==> config.mk <==
export PLATFORM = sky130hd
export DESIGN_NAME = fsr_adc_to_force_linearizer_unit
export DESIGN_NICKNAME = d
export VERILOG_FILES = /design/src/rtl/fsrlin_pkg.sv /design/src/rtl/fsrlin_div.sv /design/src/rtl/fsr_adc_to_force_linearizer_unit.sv
export SDC_FILE = /design/constraint.sdc
export NUM_CORES = 1
export LEC_CHECK = 0
export ABC_AREA = 1
export BUFFER_PORTS_ARGS = -buffer_cell sky130_fd_sc_hd__buf_4
export CORE_UTILIZATION = 60
export CTS_CLUSTER_DIAMETER = 150
export CTS_CLUSTER_SIZE = 40
export DETAILED_ROUTE_END_ITERATION = 10
export GPL_TIMING_DRIVEN = 0
export PLACE_DENSITY = 0.74
export SLEW_MARGIN = 0
export SYNTH_ARGS = -nofsm -noshare
export SYNTH_HDL_FRONTEND = slang
export SYNTH_SLANG_ARGS = --single-unit
export TNS_END_PERCENT = 30
==> constraint.sdc <==
create_clock -name clk -period 10.2 [get_ports clk]
set_input_delay 2.55 -clock clk [delete_from_list [all_inputs] [get_ports clk]]
set_output_delay 2.55 -clock clk [all_outputs]
set_load 0.01 [all_outputs]
==> src/rtl/fsrlin_pkg.sv <==
// Shared constants, tables and types of the FSR ADC to force linearizer.
`timescale 1ns / 1ps
`default_nettype none

package fsrlin_pkg;

	// Number of points in the resistance to force falloff table.
	localparam int TABLE_POINTS = 10;

	// Index width into the falloff table.
	localparam int SEG_W = $clog2(TABLE_POINTS);

	// Field widths.
	localparam int CODE_W  = 12;
	localparam int FORCE_W = 11;
	localparam int SUM_W   = 16;
	localparam int RES_W   = 24;
	localparam int TRES_W  = 23;

	// Divider widths: a 32 bit dividend over a divisor of table-span width.
	localparam int DVD_W  = 32;
	localparam int DVSR_W = 23;
	localparam int CNT_W  = $clog2(DVD_W);

	// Resistance in kOhm, Q8.16: floor(RK_NUM / code) - RK_OFS, clamped.
	localparam logic [DVD_W-1:0] RK_NUM  = 32'd2405181686;
	localparam logic [DVD_W-1:0] RK_OFS  = 32'd445645;
	localparam logic [RES_W-1:0] R_SAT   = 24'hFFFFFF;
	localparam logic [SUM_W-1:0] SUM_MAX = 16'hFFFF;

	// Resistance points in kOhm, Q7.16, descending.
	localparam logic [TRES_W-1:0] TAB_RES [TABLE_POINTS] = '{
		23'd6553600, 23'd2621440, 23'd1310720, 23'd655360, 23'd327680,
		23'd229376, 23'd183501, 23'd157286, 23'd117965, 23'd98304
	};

	// Force points in grams, ascending.
	localparam logic [FORCE_W-1:0] TAB_FORCE [TABLE_POINTS] = '{
		11'd20, 11'd50, 11'd100, 11'd200, 11'd400,
		11'd600, 11'd800, 11'd1000, 11'd1500, 11'd2000
	};

	// Status of the shared divider as seen by the sequencer.
	typedef struct packed {
		logic busy;
		logic done;
	} div_stat_t;

endpackage

`default_nettype wire

==> src/rtl/fsrlin_div.sv <==
// Shared restoring divider, one quotient bit per cycle.
`timescale 1ns / 1ps
`default_nettype none

module fsrlin_div (
	input  wire logic                              clk,
	input  wire logic                              arst_n,
	input  wire logic                              start,
	input  wire logic [fsrlin_pkg::DVD_W-1:0]      dividend,
	input  wire logic [fsrlin_pkg::DVSR_W-1:0]     divisor,
	output logic      [fsrlin_pkg::DVD_W-1:0]      quotient,
	output fsrlin_pkg::div_stat_t                  stat
);

	logic [fsrlin_pkg::DVSR_W-1:0] rem_q;
	logic [fsrlin_pkg::DVSR_W-1:0] dvsr_q;
	logic [fsrlin_pkg::DVD_W-1:0]  quo_q;
	logic [fsrlin_pkg::CNT_W-1:0]  cnt_q;
	logic                          busy_q;
	logic                          done_q;
	logic [fsrlin_pkg::DVSR_W:0]   trial;
	logic [fsrlin_pkg::DVSR_W:0]   diff;
	logic                          fits;

	// Shift the next dividend bit into the partial remainder and try a subtract.
	always_comb begin
		trial = {rem_q, quo_q[fsrlin_pkg::DVD_W-1]};
		diff  = trial - {1'b0, dvsr_q};
		fits  = trial >= {1'b0, dvsr_q};
	end

	// Control state of the iteration.
	always_ff @(posedge clk or negedge arst_n) begin
		if (!arst_n) begin
			busy_q <= 1'b0;
			done_q <= 1'b0;
			cnt_q  <= '0;
		end else begin
			done_q <= 1'b0;
			if (start) begin
				busy_q <= 1'b1;
				cnt_q  <= '0;
			end else if (busy_q) begin
				cnt_q <= cnt_q + 1'b1;
				if (cnt_q == fsrlin_pkg::CNT_W'(fsrlin_pkg::DVD_W - 1)) begin
					busy_q <= 1'b0;
					done_q <= 1'b1;
				end
			end
		end
	end

	// Remainder and quotient datapath.
	always_ff @(posedge clk) begin
		if (start) begin
			rem_q  <= '0;
			quo_q  <= dividend;
			dvsr_q <= divisor;
		end else if (busy_q) begin
			rem_q <= fits ? diff[fsrlin_pkg::DVSR_W-1:0] : trial[fsrlin_pkg::DVSR_W-1:0];
			quo_q <= {quo_q[fsrlin_pkg::DVD_W-2:0], fits};
		end
	end

	assign quotient  = quo_q;
	assign stat.busy = busy_q;
	assign stat.done = done_q;

endmodule

`default_nettype wire

==> src/rtl/fsr_adc_to_force_linearizer_unit.sv <==
// Top level of the FSR ADC to force linearizer: sequencer, output word and frame total.
//
// Usage: each input word on s_* carries one 12-bit divider ADC code, with s_tlast
// marking the last channel of a frame. Each word gives exactly one output word on
// m_*: the interpolated force in grams, a max flag, and on the frame's last word
// (m_tlast high) the saturating frame total and its max flag.
// A code inside the table range takes two 32-step passes through the shared
// bit-serial divider (resistance, then interpolation) plus sequencing before it reaches
// the output register. Codes at or beyond the table ends take only the first pass, and
// a zero code takes none. One word is in work at a time, and the next word is taken in
// the cycle after a result is stored; s_tready is high only while the sequencer idles.
// The output register holds a finished word while m_tready is low; the sequencer
// then waits with its next result and accepts no new word until it has been stored.
// Reset clears the sequencer, the output valid, the frame total and its max flag.
`timescale 1ns / 1ps
`default_nettype none

module fsr_adc_to_force_linearizer_unit (
	input  wire logic        clk,
	input  wire logic        arst_n,
	// s_tdata: [11:0] adc_code, [15:12] zero
	input  wire logic [15:0] s_tdata,
	input  wire logic        s_tlast,
	input  wire logic        s_tvalid,
	output logic             s_tready,
	// m_tdata: [10:0] force_grams, [11] force_at_max, [27:12] frame_total,
	// [28] total_at_max, [31:29] zero
	output logic      [31:0] m_tdata,
	output logic             m_tlast,
	output logic             m_tvalid,
	input  wire logic        m_tready
);

	localparam logic [2:0] S_IDLE  = 3'd0;
	localparam logic [2:0] S_DIV1  = 3'd1;
	localparam logic [2:0] S_CLASS = 3'd2;
	localparam logic [2:0] S_MUL   = 3'd3;
	localparam logic [2:0] S_DIV2  = 3'd4;
	localparam logic [2:0] S_FIN   = 3'd5;

	logic [2:0]                              state_q;
	logic                                    last_q;
	logic [fsrlin_pkg::RES_W-1:0]            res_q;
	logic [fsrlin_pkg::SEG_W-1:0]            seg_q;
	logic [fsrlin_pkg::FORCE_W-1:0]          force_q;
	logic                                    at_max_q;
	logic [fsrlin_pkg::SUM_W-1:0]            sum_q;
	logic                                    sat_q;
	logic [31:0]                             out_data_q;
	logic                                    out_last_q;
	logic                                    out_valid_q;

	logic                                    in_fire;
	logic                                    out_load;
	logic [fsrlin_pkg::CODE_W-1:0]           code;
	logic                                    div_start;
	logic [fsrlin_pkg::DVD_W-1:0]            div_dvd;
	logic [fsrlin_pkg::DVSR_W-1:0]           div_dvsr;
	logic [fsrlin_pkg::DVD_W-1:0]            div_quo;
	fsrlin_pkg::div_stat_t                   div_stat;
	logic [fsrlin_pkg::DVD_W-1:0]            res_diff;
	logic [fsrlin_pkg::RES_W-1:0]            res_next;
	logic [fsrlin_pkg::SEG_W:0]              above_cnt;
	logic [fsrlin_pkg::SEG_W-1:0]            seg_hi;
	logic [fsrlin_pkg::FORCE_W-1:0]          force_df;
	logic [fsrlin_pkg::TRES_W-1:0]           res_off;
	logic [fsrlin_pkg::FORCE_W+fsrlin_pkg::TRES_W-1:0] product;
	logic [fsrlin_pkg::SUM_W:0]              sum_add;
	logic [fsrlin_pkg::SUM_W-1:0]            sum_next;
	logic                                    sat_next;

	assign code     = s_tdata[fsrlin_pkg::CODE_W-1:0];
	assign s_tready = (state_q == S_IDLE);
	assign in_fire  = s_tvalid && s_tready;
	assign out_load = (state_q == S_FIN) && (!out_valid_q || m_tready);

	// Resistance from the first quotient, clamped at zero and at full scale.
	always_comb begin
		res_diff = div_quo - fsrlin_pkg::RK_OFS;
		if (div_quo <= fsrlin_pkg::RK_OFS) begin
			res_next = '0;
		end else if (res_diff > {8'd0, fsrlin_pkg::R_SAT}) begin
			res_next = fsrlin_pkg::R_SAT;
		end else begin
			res_next = res_diff[fsrlin_pkg::RES_W-1:0];
		end
	end

	// Segment search: count the table points that lie above the resistance.
	always_comb begin
		above_cnt = '0;
		for (int k = 0; k < fsrlin_pkg::TABLE_POINTS; k++) begin
			above_cnt = above_cnt + {{fsrlin_pkg::SEG_W{1'b0}},
				({1'b0, fsrlin_pkg::TAB_RES[k]} > res_q)};
		end
	end

	// Interpolation operands: force step times distance below the upper point.
	always_comb begin
		seg_hi   = seg_q + 1'b1;
		force_df = fsrlin_pkg::TAB_FORCE[seg_hi] - fsrlin_pkg::TAB_FORCE[seg_q];
		res_off  = fsrlin_pkg::TAB_RES[seg_q] - res_q[fsrlin_pkg::TRES_W-1:0];
		product  = force_df * res_off;
	end

	// Divider operands for the two passes.
	always_comb begin
		div_start = 1'b0;
		div_dvd   = fsrlin_pkg::RK_NUM;
		div_dvsr  = {{(fsrlin_pkg::DVSR_W - fsrlin_pkg::CODE_W){1'b0}}, code};
		if (state_q == S_MUL) begin
			div_start = 1'b1;
			div_dvd   = product[fsrlin_pkg::DVD_W-1:0];
			div_dvsr  = fsrlin_pkg::TAB_RES[seg_q] - fsrlin_pkg::TAB_RES[seg_hi];
		end else if (in_fire && (code != '0)) begin
			div_start = 1'b1;
		end
	end

	fsrlin_div u_div (
		.clk      (clk),
		.arst_n   (arst_n),
		.start    (div_start),
		.dividend (div_dvd),
		.divisor  (div_dvsr),
		.quotient (div_quo),
		.stat     (div_stat)
	);

	// Sequencer over the shared divider.
	always_ff @(posedge clk or negedge arst_n) begin
		if (!arst_n) begin
			state_q <= S_IDLE;
		end else begin
			unique case (state_q)
				S_IDLE: begin
					if (in_fire) begin
						state_q <= (code == '0) ? S_FIN : S_DIV1;
					end
				end
				S_DIV1: begin
					if (div_stat.done) begin
						state_q <= S_CLASS;
					end
				end
				S_CLASS: begin
					if (res_q >= {1'b0, fsrlin_pkg::TAB_RES[0]} ||
					    res_q <= {1'b0, fsrlin_pkg::TAB_RES[fsrlin_pkg::TABLE_POINTS-1]}) begin
						state_q <= S_FIN;
					end else begin
						state_q <= S_MUL;
					end
				end
				S_MUL: begin
					state_q <= S_DIV2;
				end
				S_DIV2: begin
					if (div_stat.done) begin
						state_q <= S_FIN;
					end
				end
				S_FIN: begin
					if (out_load) begin
						state_q <= S_IDLE;
					end
				end
				default: begin
					state_q <= S_IDLE;
				end
			endcase
		end
	end

	// Working registers of the item in flight.
	always_ff @(posedge clk) begin
		if (in_fire) begin
			last_q   <= s_tlast;
			force_q  <= '0;
			at_max_q <= 1'b0;
		end
		if (state_q == S_DIV1 && div_stat.done) begin
			res_q <= res_next;
		end
		if (state_q == S_CLASS) begin
			seg_q <= above_cnt[fsrlin_pkg::SEG_W-1:0] - 1'b1;
			if (res_q <= {1'b0, fsrlin_pkg::TAB_RES[fsrlin_pkg::TABLE_POINTS-1]}) begin
				at_max_q <= 1'b1;
			end
		end
		if (state_q == S_DIV2 && div_stat.done) begin
			force_q <= fsrlin_pkg::TAB_FORCE[seg_q] + div_quo[fsrlin_pkg::FORCE_W-1:0];
		end
	end

	// Frame total update for the finished item.
	always_comb begin
		sum_add  = {1'b0, sum_q} + {{(fsrlin_pkg::SUM_W + 1 - fsrlin_pkg::FORCE_W){1'b0}}, force_q};
		sat_next = sat_q || at_max_q;
		if (at_max_q) begin
			sum_next = sum_q;
		end else if (sum_add[fsrlin_pkg::SUM_W]) begin
			sum_next = fsrlin_pkg::SUM_MAX;
		end else begin
			sum_next = sum_add[fsrlin_pkg::SUM_W-1:0];
		end
	end

	always_ff @(posedge clk or negedge arst_n) begin
		if (!arst_n) begin
			sum_q <= '0;
			sat_q <= 1'b0;
		end else if (out_load) begin
			sum_q <= last_q ? '0 : sum_next;
			sat_q <= last_q ? 1'b0 : sat_next;
		end
	end

	// Output word register.
	always_ff @(posedge clk or negedge arst_n) begin
		if (!arst_n) begin
			out_valid_q <= 1'b0;
		end else if (out_load) begin
			out_valid_q <= 1'b1;
		end else if (m_tready) begin
			out_valid_q <= 1'b0;
		end
	end

	always_ff @(posedge clk) begin
		if (out_load) begin
			out_last_q <= last_q;
			out_data_q <= {3'd0,
				last_q && sat_next,
				(last_q && !sat_next) ? sum_next : {fsrlin_pkg::SUM_W{1'b0}},
				at_max_q,
				force_q};
		end
	end

	assign m_tdata  = out_data_q;
	assign m_tlast  = out_last_q;
	assign m_tvalid = out_valid_q;

`ifndef ASSERT_OFF
	// The divider finishes only while the sequencer waits for it.
	assert property (@(posedge clk) disable iff (!arst_n)
		div_stat.done |-> (state_q == S_DIV1 || state_q == S_DIV2))
		else $error("divider finished outside a divide state");

	// A force at max is reported as zero grams.
	assert property (@(posedge clk) disable iff (!arst_n)
		(m_tvalid && m_tdata[11]) |-> (m_tdata[10:0] == '0))
		else $error("force at max with nonzero grams");

	// A stored result shows up as a valid output word in the next cycle.
	assert property (@(posedge clk) disable iff (!arst_n)
		out_load |=> (m_tvalid && state_q == S_IDLE))
		else $error("finished word not presented");

	// No new word is taken while the divider is still busy.
	assert property (@(posedge clk) disable iff (!arst_n)
		div_stat.busy |-> !s_tready)
		else $error("input accepted during a divide");
`endif

endmodule

`default_nettype wire

==> run_results.csv, run 1 <==
group,metric,value,unit
cts,post-cts-setup-buffer-count,0,
logic_synthesis,synth.yosys.seq_area_share,23.3,%
worst_hold_path,hold_class,"reg -> reg",
cts,cts_sinks,177,
worst_setup_path,r2r_slack,0.78,ns
cts,clk_pin_slew,0.07,ns
flow_run,maxCapViolCount,0,
worst_setup_path,r2r-end,"u_div.quotient[31]",
logic_synthesis,ys_types,67,
logic_synthesis,synth_area,21200,µm²
cts,htree_levels,4,
placement,pre_cts_slack,0.491,ns
sta,skew,0.0171,ns
sta,finalCriticalPeriod,9.42,ns
sta,finalCritPeriodShare,92.3,%
global_routing,grt_max_degree,37,
worst_setup_path,crit_top_cell,"inv_1",
cts,hold_buffers,0,
cts,cts_tree,"yes",
worst_setup_path,reg2reg_depth,43,
sta,rsz0062_at_grt,"false",
cts,cts.path.max_buffers,2,
worst_hold_path,min_to,"u_div.rem_q[16]",
worst_setup_path,crit_type,"reg -> reg",
cts,ctsResizeCount,0,
die,dieArea,36100,µm²
placement,placedCellCount,3311,
cells_and_area,nets,3251,
route,routedWlPerCell,18.0,µm
worst_hold_path,hp-start,"u_div.rem_q[16]",
sta,final_hold_viol_count,0,
sta,drv_slew,0,
placement,gp_congestion,0.986,
cts,root_buffer,"clkbuf_16",
cells_and_area,drive_above_1_share,6.02,%
sta,fmax,106,MHz
global_routing,grt_pass1_wl,97700,µm
route,vias,18800,
worst_setup_path,worstPathMaxFanout,10,
global_routing,first_global_vias,19000,
die,rows,68,
route,drtIter0Drc,1418,
cells_and_area,fin_cells,3343,
worst_setup_path,r2r_start,"seg_q[0]",
cts,clk_latency,0.47,ns
die,core_area,34600,µm²
worst_setup_path,cpLargestDelayFamily,"adder cells",
worst_setup_path,cp.required,10.43,ns
logic_synthesis,ys_async_sr_fraction,15.8,%
route,vias_per_cell,5.63,
sta,slew_headroom,19.2,%
global_routing,grt_antenna_before_repair,0,
worst_setup_path,critPathMaxStageDelay,0.55,ns
sta,worstMarginPinSlew,1.20,ns
logic_synthesis,syn_inst,2805,
die,die_w,190,µm
cells_and_area,num_antenna_cells,0,
worst_setup_path,cpMaxStageDelayCell,"fa_1",
logic_synthesis,yosysWarnings,0,
run_status,run_status,"complete, no violations",
sta,finalSetupTns,0,ns
route,final_antenna_net_count,0,
logic_synthesis,avgSynthCellArea,7.55,µm²
logic_synthesis,yosys_most_used_dff,"edfxtp_1",
cells_and_area,syn2layout_area_growth,7.52,%
die,start_util,61.2,%
placement,place_hpwl,49700,µm
die,die-height,190,µm
route,firstDrtPassIters,6,
global_routing,grtUsageTotal,35.3,%
cells_and_area,final_util,65.8,%
logic_synthesis,ys_ff_latch,177,
die,ios,56,
worst_setup_path,worstPathArrival,9.65,ns
logic_synthesis,synth_edf_count,125,
global_routing,overflow,0,
route,wirelength,60300,µm
worst_hold_path,whs_path_depth,2,
cts,numCtsBuffers,17,
sta,layout_setup_ws,0.782,ns
route,drc,0,
worst_setup_path,cp-end-kind,"flop",
placement,port_buffers,48,
worst_setup_path,worst_setup_path_start_kind,"flop",
sta,setup_viol,0,
worst_setup_path,cp_num_buf_inv,13,
[routing by layer]
layer | part of all wire (%) | GRT usage, % | routed length (µm)
met1 | 40 | 43.6 | 24300
met2 | 47 | 58.0 | 28500
met3 | 5.4 | 4.26 | 3240
met4 | 7.0 | 23.4 | 4220
met5 | 0 | 0 | 0
[cells in the mapped netlist, types with 10 or more instances]
cell | number | area [µm²]
a21o_1 | 16 | 120
a21oi_1 | 146 | 731
a31oi_1 | 16 | 100
clkbuf_1 | 40 | 150
dfrtp_1 | 28 | 701
dfxtp_1 | 24 | 480
edfxtp_1 | 125 | 3750
fa_1 | 178 | 3560
ha_1 | 177 | 2210
inv_1 | 567 | 2130
inv_2 | 11 | 41.3
nand2_1 | 558 | 2090
nand2_2 | 11 | 68.8
nand3_1 | 98 | 490
nand3_2 | 20 | 200
nand4_1 | 24 | 150
nor2_1 | 322 | 1210
nor3_1 | 50 | 250
nor4_1 | 13 | 81.3
o21ai_0 | 130 | 651
o21ai_1 | 13 | 65.1
o21bai_1 | 14 | 105
o22ai_1 | 21 | 131
or2_1 | 11 | 68.8
or2_2 | 10 | 62.6
xnor2_1 | 19 | 166
xor2_1 | 73 | 639
[how the worst max path moves through the flow]
stage | startpoint | endpoint | slack (ns) | cells past startpoint
finish | seg_q[0] | u_div.quotient[31] | 0.78 | 43
global route | seg_q[0] | u_div.quotient[31] | 0.07 | 41
CTS | seg_q[0] | u_div.quotient[31] | 0.45 | 43
detailed placement | seg_q[0] | u_div.quotient[31] | 0.49 | 43
global placement | seg_q[0] | u_div.quotient[31] | 0.51 | 43
floorplan | seg_q[0] | u_div.quotient[27] | 2.39 | 38
[state kept, by name (all words and copies together) (netlist names)]
| name | count |
|---|---|
| u_div.quotient | 32 |
| m_tdata | 29 |
| res_q | 24 |
| u_div.dvsr_q | 23 |
| u_div.rem_q | 23 |
| sum_q | 16 |
| force_q | 11 |
| u_div.cnt_q | 5 |
| seg_q | 4 |
| state_q | 3 |
| at_max_q | 1 |
| last_q | 1 |
| m_tlast | 1 |
| m_tvalid | 1 |
| sat_q | 1 |
| u_div.busy_q | 1 |
| u_div.done_q | 1 |
[cells by family after synthesis]
group                    after synthesis  share of synthesized area [%]
adder cells (fa/ha/maj)              355                           27.3
flip-flops                           177                           23.3
other                                  1                         0.0177
AND/OR/NAND/NOR                     1133                           22.8
buffers and inverters                636                           11.6
AO/OA/AOI/OAI                        409                           11.1
XOR/XNOR                              94                           3.96
[tightest hold or removal path: cells and delay by family, from the launching register on]
family,cells,cell delay [ns]
simple gates,2,0.11
flops,1,0.32
[metrics by stage]
stage | hold WS, ns | area (µm²)
6_report | 0.476 | 22800
5_1_grt | 0.495 | 22800
4_1_cts | 0.474 | 22800
3_5_place_dp | 0.465 | 22200
3_3_place_gp | 0.461 | 22100
2_1_floorplan | 0.433 | 21200
[placed cells by master (no fill, tap or decap), types with 19 or more instances in the layout]
| cell | count |
|---|---|
| dfxtp_1 | 24 |
| nor3_1 | 50 |
| nand3_2 | 20 |
| dfrtp_1 | 28 |
| nor2_1 | 321 |
| o22ai_1 | 21 |
| nand4_1 | 24 |
| a21oi_1 | 146 |
| edfxtp_1 | 125 |
| nand2_1 | 558 |
| o21ai_0 | 130 |
| inv_1 | 566 |
| fa_1 | 178 |
| xnor2_1 | 19 |
| xor2_1 | 71 |
| ha_1 | 177 |
| buf_4 | 53 |
| clkbuf_1 | 39 |
| nand3_1 | 98 |
[final cells by class]
cell class / instances / area, µm²
Tap cell: 455 / 569
Sequential cell: 177 / 4930
Multi-Input combinational cell: 1994 / 13800
Buffer: 55 / 280
Clock buffer: 17 / 425
Clock inverter: 15 / 180
Timing Repair Buffer: 49 / 388
Fill cell: 3029 / 11800
Inverter: 581 / 2180
Power of run 1 is left out: the tool's default activity adds up to more than one toggle a clock period on the data nets, which glitch-free logic cannot reach.
==> run 2: changes to the inputs <==
CELL_PAD_IN_SITES_DETAIL_PLACEMENT = 0   (was unset)
CELL_PAD_IN_SITES_GLOBAL_PLACEMENT = 1   (was unset)
CORE_UTILIZATION = 49   (was 60)
PLACE_DENSITY = 0.8   (was 0.74)
==> run 2 against run 1 <==
Net effect: final area increased by 0.72%; die area grew 22%; register-to-register slack got worse by 0.34 ns; utilization fell by 12 points; via count is 2.0% lower; critical path type unchanged; largest cell class unchanged; highest routed layer unchanged.
==> run_results.csv, run 2 (same netlist as run 1, synthesis figures left out) <==
group,metric,value,unit
worst_setup_path,critPathMaxStageDelay,0.55,ns
sta,finalCriticalPeriod,9.75,ns
cells_and_area,mostFrequentLayoutCells,"inv_1 (566), nand2_1 (558), nor2_1 (321), fa_1 (178), ha_1 (177)",
cells_and_area,nets,3252,
route,vias_per_cell,5.32,
sta,layout_setup_ws,0.446,ns
route,final_antenna_net_count,0,
placement,pre_cts_slack,0.182,ns
die,die-height,210,µm
cells_and_area,mostFrequentLayoutCell,"inv_1",
cts,clk_pin_slew,0.07,ns
route,drc,0,
route,firstDrtPassIters,6,
cts,numCtsBuffers,17,
sta,slew_headroom,5.96,%
die,die_w,210,µm
worst_setup_path,crit_type,"reg -> reg",
sta,drv_slew,0,
die,dieArea,44100,µm²
run_status,run_status,"complete, no violations",
worst_setup_path,cp_num_buf_inv,13,
die,rows,75,
flow_run,maxCapViolCount,0,
global_routing,first_global_vias,18900,
sta,fmax,103,MHz
global_routing,grtUsageTotal,30.2,%
die,ios,56,
worst_setup_path,cp-end-kind,"flop",
cts,cts_sinks,177,
global_routing,overflow,0,
worst_setup_path,crit_top_cell,"inv_1",
route,vias,18400,
placement,gp_congestion,0.952,
global_routing,grt_pass1_wl,102000,µm
global_routing,grt_antenna_before_repair,0,
cells_and_area,syn2layout_area_growth,8.30,%
cells_and_area,num_antenna_cells,0,
placement,port_buffers,48,
cts,cts_tree,"yes",
sta,finalCritPeriodShare,95.6,%
worst_setup_path,cp.required,10.43,ns
die,core_area,42300,µm²
route,drtIter0Drc,1387,
cells_and_area,drive_above_1_share,6.09,%
sta,setup_viol,0,
global_routing,grt_max_degree,37,
sta,worstMarginPinSlew,1.40,ns
route,wirelength,63700,µm
sta,final_hold_viol_count,0,
route,routedWlPerCell,18.4,µm
worst_setup_path,worst_setup_path_start_kind,"flop",
worst_hold_path,hold_class,"reg -> reg",
sta,skew,0.00822,ns
die,start_util,50.1,%
worst_setup_path,worstPathMaxFanout,10,
cells_and_area,largest_reg_flops,32,
cts,cts.path.max_buffers,2,
cts,htree_levels,4,
cts,root_buffer,"clkbuf_16",
cts,clk_latency,0.47,ns
worst_setup_path,worstPathArrival,9.98,ns
placement,place_hpwl,53200,µm
worst_setup_path,cpMaxStageDelayCell,"fa_1",
worst_setup_path,cpLargestDelayFamily,"adder cells",
[run 2: path summary, 6_finish.rpt]
kind / startpoint / to / slack [ns] / cells after the start
min reg2reg: force_q[7] / m_tdata[7] / 0.47 / 0
max reg2reg: seg_q[0] / u_div.quotient[31] / 0.45 / 43
max: seg_q[0] / u_div.quotient[31] / 0.45 / 43
min in group asynchronous: arst_n / sum_q[3] / 2.01 / 1
max in group asynchronous: arst_n / sum_q[15] / 7.89 / 1
min: force_q[7] / m_tdata[7] / 0.47 / 0
[run 2: repair_timing]
item                       4_1_cts  5_1_grt
hold endpoints to repair         0        0
hold buffers                     0        0
setup buffers                    0        1
setup endpoints to repair        0       17
resized for setup                0        3
[run 2: layout make-up]
type,count,area (µm²)
fill,4123,19400
multi-input combinational,1994,13800
sequential,177,4930
inverter,581,2180
tap,577,722
clock buffer,23,509
timing repair buffer,50,395
buffer,55,280
clock inverter,9,92.6
[run 2: routing by layer]
metal	up-vias	global-route usage, %	wire [µm]
met5	-	0	0
met4	0	14.9	3300
met3	120	3.92	2380
met2	428	52.1	31000
met1	8868	37.2	27000
li1	9031	-	-
[run 2: metrics by stage]
step | hold slack, ns | instance area, µm² | util, % | std cells | setup TNS [ns]
CTS | 0.474 | 22900 | 54.1 | 3465 | 0
detailed placement | 0.461 | 22300 | 52.7 | 3433 | 0
global route | 0.487 | 22900 | 54.2 | 3466 | -0.0158
finish | 0.475 | 22900 | 54.2 | 3466 | 0
floorplan | 0.433 | 21200 | - | 2807 | 0
global placement | 0.464 | 22300 | 52.6 | 3432 | 0
Power of run 2 is left out for the same reason.
